<file path="src/skfc_pkg.sv">
// Package for the sorted key frequency counter.
// Holds the controller state type, the cell control group and fixed field widths.
// No dependencies.
package skfc_pkg;

    localparam int KEY_W     = 32;
    localparam int CNT_OUT_W = 16;
    localparam int TDATA_W   = 48;

    typedef enum logic {
        ST_ACCEPT,
        ST_EMIT
    } t_state;

    typedef struct packed {
        logic             absorb;
        logic             shift;
        logic             room;
        logic             hit;
        logic [KEY_W-1:0] key;
    } t_cell_ctrl;

endpackage

</file>
<file path="src/skfc_cell.sv">
// One cell of the sorted key chain: holds one key, its count and a valid bit.
// Depends on skfc_pkg for the control group and key width.
module skfc_cell #(
    parameter int COUNT_BITS = 16
) (
    input  logic                          i_clk,
    input  logic                          i_rst_n,
    input  skfc_pkg::t_cell_ctrl          i_ctrl,
    input  logic                          i_prev_less,
    input  logic                          i_prev_valid,
    input  logic [skfc_pkg::KEY_W-1:0]    i_prev_key,
    input  logic [COUNT_BITS-1:0]         i_prev_cnt,
    input  logic                          i_next_valid,
    input  logic [skfc_pkg::KEY_W-1:0]    i_next_key,
    input  logic [COUNT_BITS-1:0]         i_next_cnt,
    output logic                          o_less,
    output logic                          o_match,
    output logic                          o_valid,
    output logic [skfc_pkg::KEY_W-1:0]    o_key,
    output logic [COUNT_BITS-1:0]         o_cnt
);
    import skfc_pkg::*;

    logic                  r_valid;
    logic [KEY_W-1:0]      r_key;
    logic [COUNT_BITS-1:0] r_cnt;
    logic                  n_valid;
    logic [KEY_W-1:0]      n_key;
    logic [COUNT_BITS-1:0] n_cnt;

    assign o_less  = r_valid && ($signed(r_key) < $signed(i_ctrl.key));
    assign o_match = r_valid && (r_key == i_ctrl.key);
    assign o_valid = r_valid;
    assign o_key   = r_key;
    assign o_cnt   = r_cnt;

    always_comb begin
        n_valid = r_valid;
        n_key   = r_key;
        n_cnt   = r_cnt;
        if (i_ctrl.shift) begin
            n_valid = i_next_valid;
            n_key   = i_next_key;
            n_cnt   = i_next_cnt;
        end else if (i_ctrl.absorb) begin
            if (i_ctrl.hit) begin
                if (o_match && (r_cnt != {COUNT_BITS{1'b1}})) begin
                    n_cnt = r_cnt + COUNT_BITS'(1);
                end
            end else if (i_ctrl.room && !o_less) begin
                if (i_prev_less) begin
                    n_valid = 1'b1;
                    n_key   = i_ctrl.key;
                    n_cnt   = COUNT_BITS'(1);
                end else begin
                    n_valid = i_prev_valid;
                    n_key   = i_prev_key;
                    n_cnt   = i_prev_cnt;
                end
            end
        end
    end

    always_ff @(posedge i_clk) begin
        if (!i_rst_n) begin
            r_valid <= 1'b0;
        end else begin
            r_valid <= n_valid;
        end
        r_key <= n_key;
        r_cnt <= n_cnt;
    end

endmodule

</file>
<file path="config.mk">
export PLATFORM = sky130hd
export DESIGN_NAME = skfc_cell
export DESIGN_NICKNAME = d
export VERILOG_FILES = /design/src/skfc_pkg.sv /design/src/skfc_cell.sv
export SDC_FILE = /design/constraint.sdc
export NUM_CORES = 1
export LEC_CHECK = 0
export CAP_MARGIN = 20
export CORE_ASPECT_RATIO = 1.1
export CORE_MARGIN = 2
export CORE_UTILIZATION = 40
export CTS_CLUSTER_DIAMETER = 200
export DETAILED_ROUTE_END_ITERATION = 10
export DONT_BUFFER_PORTS = 1
export HOLD_SLACK_MARGIN = 0.12
export PLACE_DENSITY = 0.54
export SKIP_CTS_REPAIR_TIMING = 1
export SYNTH_ARGS = -nofsm -noshare
export SYNTH_HDL_FRONTEND = slang
export SYNTH_SLANG_ARGS = --single-unit
</file>
<file path="constraint.sdc">
create_clock -name i_clk -period 7.4 [get_ports i_clk]
set_clock_uncertainty 0.15 [all_clocks]
set_input_delay 0.74 -clock i_clk [delete_from_list [all_inputs] [get_ports i_clk]]
set_output_delay 0.74 -clock i_clk [all_outputs]
set_load 0.1 [all_outputs]
</file>
# Word-level counts from Yosys, hierarchy flattened
# Cells that the tools add are included.
[word_totals]
reg_bits = 49
[op_classes]
n_addsub = 1
mux = 16
eq_ne = 4
reduce_logical = 10
order_cmp = 1
[op_table]
columns = ["cell", "count"]
rows = [
  ["2-to-1 mux 32 bit", 5],
  ["2-to-1 mux 16 bit", 6],
  ["equality test 32 bit", 1],
  ["less-than comparator 32 bit", 1],
  ["adder 16 x 1 -> 16 bit (second input constant)", 1],
  ["!= test 16 bit (second input constant)", 1],
  ["AND reduction 3 bit", 2],
  ["2-to-1 mux 1 bit", 5],
  ["logical AND 1 bit", 4],
  ["nonzero test 2 bit", 2],
  ["!= test 3 x 1 -> 1 bit (second input constant)", 1],
  ["nonzero test 3 bit", 1],
  ["!= test 2 x 1 -> 1 bit (second input constant)", 1],
  ["logical NOT 1 bit", 1],
]

# Depth between registers and ports, before layout
# Gate-level depths: netlist (run 1).
[depth]
ltp_word = 8
mapped_depth = 9
mapped_depth_nobuf = 9

# Worst setup path after synthesis (run 1)
# OpenSTA, ideal clock, no wires.
[synth_path]
path_kind = "reg-to-reg"
from = "register r_key[14] (netlist: o_key[14])"
to = "register r_cnt[0] (netlist: o_cnt[0]) (enable)"
setup_ns = 0.411
stages_incl_launch_ff = 7
t_required_ns = 6.839
slack_ns = 0.969
arrival_time_ns = 5.869
synth_period_minus_slack_ns = 6.431
path_buffers = 0
path_cell_list = "edfxtp_1 -> ha_1 -> nand4_1 -> or4_4 -> nor4_1 -> a41oi_1 -> o21ai_0"
[synth_rtl]
columns = ["item", "line_no", "rtl"]
rows = [
  ["from (decl)", "skfc_cell.sv:25", "logic [KEY_W-1:0] r_key;"],
  ["from (signal assigned)", "skfc_cell.sv:70", "r_key <= n_key;"],
  ["equality test 32 bit", "skfc_cell.sv:32", "assign o_match = r_valid && (r_key == i_ctrl.key);"],
  ["logical AND 1 bit", "skfc_cell.sv:32", ""],
  ["net o_match", "skfc_cell.sv:17", "output logic o_match,"],
  ["logical AND 1 bit", "skfc_cell.sv:47", "if (o_match && (r_cnt != {COUNT_BITS{1'b1}})) begin"],
  ["!= test 3 x 1 -> 1 bit (no source line)", "n/a", ""],
  ["AND reduction 3 bit (no source line)", "n/a", ""],
  ["to (signal assigned)", "skfc_cell.sv:71", "r_cnt <= n_cnt;"],
  ["to (decl)", "skfc_cell.sv:26", "logic [COUNT_BITS-1:0] r_cnt;"],
]
# The timed path passes the listed nets, and every way through them passes these cells.
# A chain may end at the register's enable or synchronous reset.

# Final worst setup path (run 1)
[layout_path]
from = "register r_key[14] (netlist: o_key[14])"
to = "output port o_less"
[layout_between]
elab_chain_cells = 2
[layout_rtl]
columns = ["item", "line_no", "rtl"]
rows = [
  ["less-than comparator 32 bit", "skfc_cell.sv:31", "assign o_less = r_valid && ($signed(r_key) < $signed(i_ctrl.key));"],
  ["logical AND 1 bit", "skfc_cell.sv:31", ""],
  ["to (decl)", "skfc_cell.sv:16", "output logic o_less,"],
]
# Every way passes these cells.

==> impl_metrics.toml, run 1 <==
[floorplan]
fp.dieW_um = 93.7
core-area_um2 = 8740
start_util = 0.405
fp.dieArea_um2 = 9620
io_pins = 188
die_h_um = 103
num_rows = 36

[global_route]
grt_use_total = 0.171
grt_start_max_net_pins = 99
grt_pass1_wl_um = 12700
grt_pass1_vias = 2440
antenna_found_initial = 0
grt_overflow = 0

[logic_synthesis]
synth-seq-cells = 49
synth_ff_type = "edfxtp_1"
yosys.area.top_type = "edfxtp_1"
async_reset_ff_frac = 0
synth_top_area_frac = 0.407
synth-seq-area-share = 0.413
ys_types = 36
avgSynthCellArea_um2 = 9.32
synthCells = 380
syn-num-nets = 550
netlist_area_um2 = 3540
synth_area_leaders = "edfxtp_1 (41%), ha_1 (12%), mux2i_1 (9.0%)"
synth_edf_count = 48
yosys_warnings = 0

[pwr]
p_switching_mw = 0.354
netSwitchingFraction = 0.426
powerDensity_nw_per_um2 = 218
power.leakage_nw = 1.62
peakVddDrop_v = 0.0000676
internal_power_mw = 0.476
clkPwrFrac = 0.213
power_frac_seq = 0.646
combPwrFrac = 0.141

[flow_run]
cap_violations = 0

[setup_path]
max_stage_delay_ns = 0.79
slowest_stage = "edfxtp_1"
critical_path.max_fanout = 4
r2r_start = "o_key[14]"
crit_chain = "ha_1, nand4_1, or4_4, a21oi_2, o31ai_1, nand4_1, nor3b_4, buf_4"
crit_path_end_kind = "output port"
path_class = "flop to output port"
startpoint = "o_key[14]"
arrival_ns = 3.20
required_ns = 6.51
start_kind = "flop"
crit_top_cell = "nand4_1"

[timing]
worst_pin_slew_ns = 1.10
setup_violations = 0
fin_tns_setup_ns = 0
slew_viol_final = 0
fin_crit_sh = 0.553
rsz0062_at_grt = "false"
hold_violations = 0
finalCriticalPeriod_ns = 4.09
clock.fmax_mhz = 244
fin_ws_ns = 3.31
slew_headroom = 0.269

[clock_tree]
clk_pin_slew_ns = 0.09
clock-sinks = 49
cts_root_buf = "clkbuf_8"
insertion_delay_ns = 0.31
cts_htree_levels = 2
clock_path_buffers = 2
cts_tree = "done"
cts_buffers = 5

[drt]
detail-route-antenna-nets = 0
routed_wl_um = 8820
dr.first_iter.drc_count = 82
avgViaCountPerCell = 5.50
vias = 2686
drt_pass1_iterations = 4
wl_per_cell_um = 18.1
drc = 0

[hold_path]
hp-class = "input pin to flop"
min_from = "i_rst_n"

[cells_and_area]
fin_cells = 488
post-route-util = 0.436
drive_gt1_frac = 0.0455
area_growth_pct = 7.56
most-common-layout-cells = "nand2_1 (62), o21ai_0 (48), edfxtp_1 (48)"
diodes = 0
final_common_cell = "nand2_1"
nets = 543

[placement]
port_buffers = 0
dpl.cell_count = 479
place_congestion = 0.769
pre_cts_ws_ns = 3.09
hpwl_um = 6640

[status]
status = "finished clean"
[area by class of cell]
cell class,count,area (um^2)
fillers,868,4930
well taps,114,143
repair buffers,4,67.6
inverters,38,143
clock buffers,7,96.3
multi-input cells,275,1890
flip-flops and latches,49,1460
clock inverters,1,5.00
[registers in the layout, summed over array words and instances (netlist names)]
signal,count
o_key,32
o_cnt,16
o_valid,1
[final timing paths]
path,endpoint,slack (ns),cells after the start
min reg2reg,o_cnt[0],1.22,3
max,o_less,3.31,8
max reg2reg,o_key[13],3.36,10
min,o_valid,0.43,1
[per-layer routing]
layer | part of all wire | wire length, um | global-route usage
met1 | 0.42 | 3710 | 0.217
met2 | 0.47 | 4140 | 0.277
met3 | 0.099 | 872 | 0.0651
met4 | 0.011 | 97 | 0.0412
met5 | 0 | 0 | 0
[worst max-delay path: cells and delay by family (launching register included)]
family                   cells  cell delay (ns)
AO/OA/AOI/OAI                2             0.22
buffers and inverters        1             0.35
adder cells (fa/ha/maj)      1             0.51
flip-flops                   1             0.79
AND/OR/NAND/NOR              4             1.02
[power by group through the flow]
| stage | logic [mW] | clock network (mW) | registers, mW |
|---|---|---|---|
| final | 0.117 | 0.177 | 0.536 |
| after global routing | 0.136 | 0.194 | 0.539 |
| after floorplan | 0.101 | 0 | 0.535 |
| after CTS | 0.117 | 0.184 | 0.537 |
| after global placement | 0.114 | 0 | 0.542 |
| after detailed placement | 0.116 | 0 | 0.543 |
[kinds of logic after synthesis]
group	after synthesis	synth area share
adders and majority gates	33	0.117
buffers and inverters	56	0.0594
DFF	49	0.413
and+or+nand+nor	103	0.134
muxes	32	0.0905
AOI/OAI and AO/OA	93	0.153
xor gates and xnor gates	14	0.0346
[metrics by stage]
step / hold WS (ns) / instance area (um^2) / power [mW]
floorplan: 0.732 / 3540 / 0.636
global placement: 0.736 / 3680 / 0.656
detailed placement: 0.755 / 3680 / 0.659
CTS: 0.415 / 3780 / 0.838
global route: 0.420 / 3810 / 0.869
finish: 0.429 / 3810 / 0.830
[synthesized netlist by cell type (2+ instances only)]
cell type,count
nand4_1,9
a221oi_1,2
nor4b_1,2
o21ai_0,50
xor2_1,9
o31ai_1,3
buf_1,3
xnor2_1,5
edfxtp_1,48
nor4_1,2
nand3_1,10
a22oi_1,13
nor2_1,8
inv_1,38
nand3b_1,2
a21oi_1,16
nand2_1,62
mux2i_1,32
clkbuf_1,15
ha_1,33
nor3_1,3
Note: power is estimated with default switching activity, not from simulation.
==> run 2: changes to the inputs <==
Settings changed: ABC_AREA set to 1.
Clock period 7.4 ns to 3.9 ns, I/O delays scaled along.
==> impl_metrics.toml, run 2 <==
[logic_synthesis]
yosys_warnings = 0
synth_top_area_frac = 0.393
yosys.area.top_type = "edfxtp_1"
synth_ff_type = "edfxtp_1"
synth_edf_count = 48
yosysMostFrequentCell = "a21oi_1"
ys_types = 34
synth-seq-cells = 49
synth-seq-area-share = 0.399
synthTopCellsByCount = "a21oi_1 (109), nand2_1 (88), nor2_1 (59)"
synthCells = 476
synth_area_leaders = "edfxtp_1 (39%), a21oi_1 (15%), ha_1 (11%)"
avgSynthCellArea_um2 = 7.70
netlist_area_um2 = 3660
async_reset_ff_frac = 0
syn-num-nets = 646

[floorplan]
fp.dieArea_um2 = 9940
start_util = 0.413
core-area_um2 = 8870
die_h_um = 104
fp.dieW_um = 95.2
io_pins = 188
num_rows = 36

[setup_path]
start_kind = "flop"
r2r_start = "o_key[6]"
r2r_cells = 15
crit_top_cell = "nand2_1"
critical_path.max_fanout = 22
crit_path_end_kind = "flop"
slowest_stage = "nand2_1"
required_ns = 3.75
arrival_ns = 2.71
crit_chain = "buf_4, ha_1, nand2_1, nor2_1, nand2_1, nand2_1, nand2_1, nand2_1, nand2_1, nand2_1, nand2_1, nand3_1, nand2_1, nand2_1, buf_12"
worstReg2RegEnd = "o_key[0]"
path_class = "flop to flop"
max_stage_delay_ns = 0.43
r2r_slack_ns = 1.04
crit_family = "simple AND/OR/NAND/NOR gates"
worst-path-buf-inv = 2

[clock_tree]
clock_path_buffers = 2
cts_tree = "done"
clock-sinks = 49
cts_buffers = 5
insertion_delay_ns = 0.29
clk_pin_slew_ns = 0.09
cts_root_buf = "clkbuf_8"
cts_htree_levels = 2

[timing]
hold_violations = 0
clock.fmax_mhz = 350
setup_violations = 0
rsz0062_at_grt = "false"
slew_viol_final = 0
whs_ns = 0.139
fin_crit_sh = 0.732
worst_pin_slew_ns = 0.999
fin_ws_ns = 1.04
slew_headroom = 0.334
finalCriticalPeriod_ns = 2.86
fin_tns_setup_ns = 0

[drt]
routed-wl-met3_um = 855
detail-route-antenna-nets = 0
drc = 0
dr.first_iter.drc_count = 130
met1_length_um = 3960
top_layer_used = "met4"
drt_pass1_iterations = 4
vias = 3306
routed_wl_um = 9770
met2_length_um = 4790
avgViaCountPerCell = 5.22
wl_per_cell_um = 15.4

[placement]
pre_cts_ws_ns = 1.01
place_congestion = 0.788
port_buffers = 0
hpwl_um = 7520
dpl.cell_count = 623

[global_route]
antenna_found_initial = 0
grt_pass1_vias = 3315
grt_overflow = 0
grt_pass1_wl_um = 15500
grt_use_total = 0.196
grt_start_max_net_pins = 55

[hold_path]
hp-class = "input pin to flop"
worstHoldEndpoint = "o_cnt[0]"
min_from = "i_ctrl[34]"
whs_path_depth = 2

[cells_and_area]
drive_gt1_frac = 0.154
area_growth_pct = 16.5
most-common-layout-cells = "a21oi_1 (109), nand2_1 (88), nor2_1 (59)"
largest_register_ff_count = 32
final_common_cell = "a21oi_1"
diodes = 0
nets = 688
fillers = 911
fin_cells = 633

[pwr]
powerDensity_nw_per_um2 = 376
power.leakage_nw = 1.98
peakVddDrop_v = 0.000183
power_mw = 1.60

[flow_run]
cap_violations = 0

[status]
status = "finished clean"
## run 2: changes by cell type after synthesis, sizes merged, moves of 4 or more
| cell | before | now |
|---|---|---|
| a21oi | 17 | 110 |
| nor2 | 8 | 62 |
| o21ai | 51 | 12 |
| mux2i | 32 | 0 |
| nand2 | 62 | 89 |
| inv | 38 | 61 |
| a22oi | 13 | 2 |
| nand3 | 10 | 19 |
| xor2 | 9 | 1 |
| xnor2 | 5 | 0 |
| nand4 | 9 | 5 |
## run 2: report_power, final
part,switching [mW],internal (mW),leakage (nW)
logic,0.493,0.152,1.46
registers,0.0283,0.637,0.480
clock network,0.164,0.128,0.0395
total,0.686,0.917,1.98
## run 2: cells by family after synthesis
family          share of synthesized area
simple gates                        0.213
compound gates                      0.189
xor+xnor                          0.00239
flops                               0.399
buf+inv                            0.0844
fa+ha+maj                           0.113
## run 2: worst max-delay path by stage
stage / startpoint / end / slack (ns) / cells after the start
3_5_place_dp: o_key[6] / o_key[7] / 1.01 / 15
3_3_place_gp: o_key[6] / o_key[2] / 1.08 / 15
4_1_cts: o_key[6] / o_key[7] / 1.0 / 15
2_1_floorplan: o_key[23] / o_cnt[0] / -0.1 / 7
6_report: o_key[6] / o_key[0] / 1.04 / 15
5_1_grt: o_key[6] / o_key[1] / 0.80 / 15
## run 2: routing by layer
metal,vias up,global-route usage
li1,1688,-
met1,1488,0.224
met2,118,0.350
met3,12,0.0587
met4,0,0.0507
met5,-,0
## run 2: per-stage QoR
step            util  instance area, um^2
2_1_floorplan      -                 3690
3_3_place_gp   0.469                 4170
3_5_place_dp   0.469                 4170
4_1_cts        0.478                 4250
5_1_grt        0.481                 4270
6_report       0.481                 4270
## run 2: area by class of cell
class                           instances  area (um^2)  area share
Inverter                               61          229      0.0537
Timing Repair Buffer                   55          432       0.101
Tap cell                              114          143      0.0334
Clock buffer                            8         80.1      0.0188
Multi-Input combinational cell        346         1920       0.450
Sequential cell                        49         1460       0.343
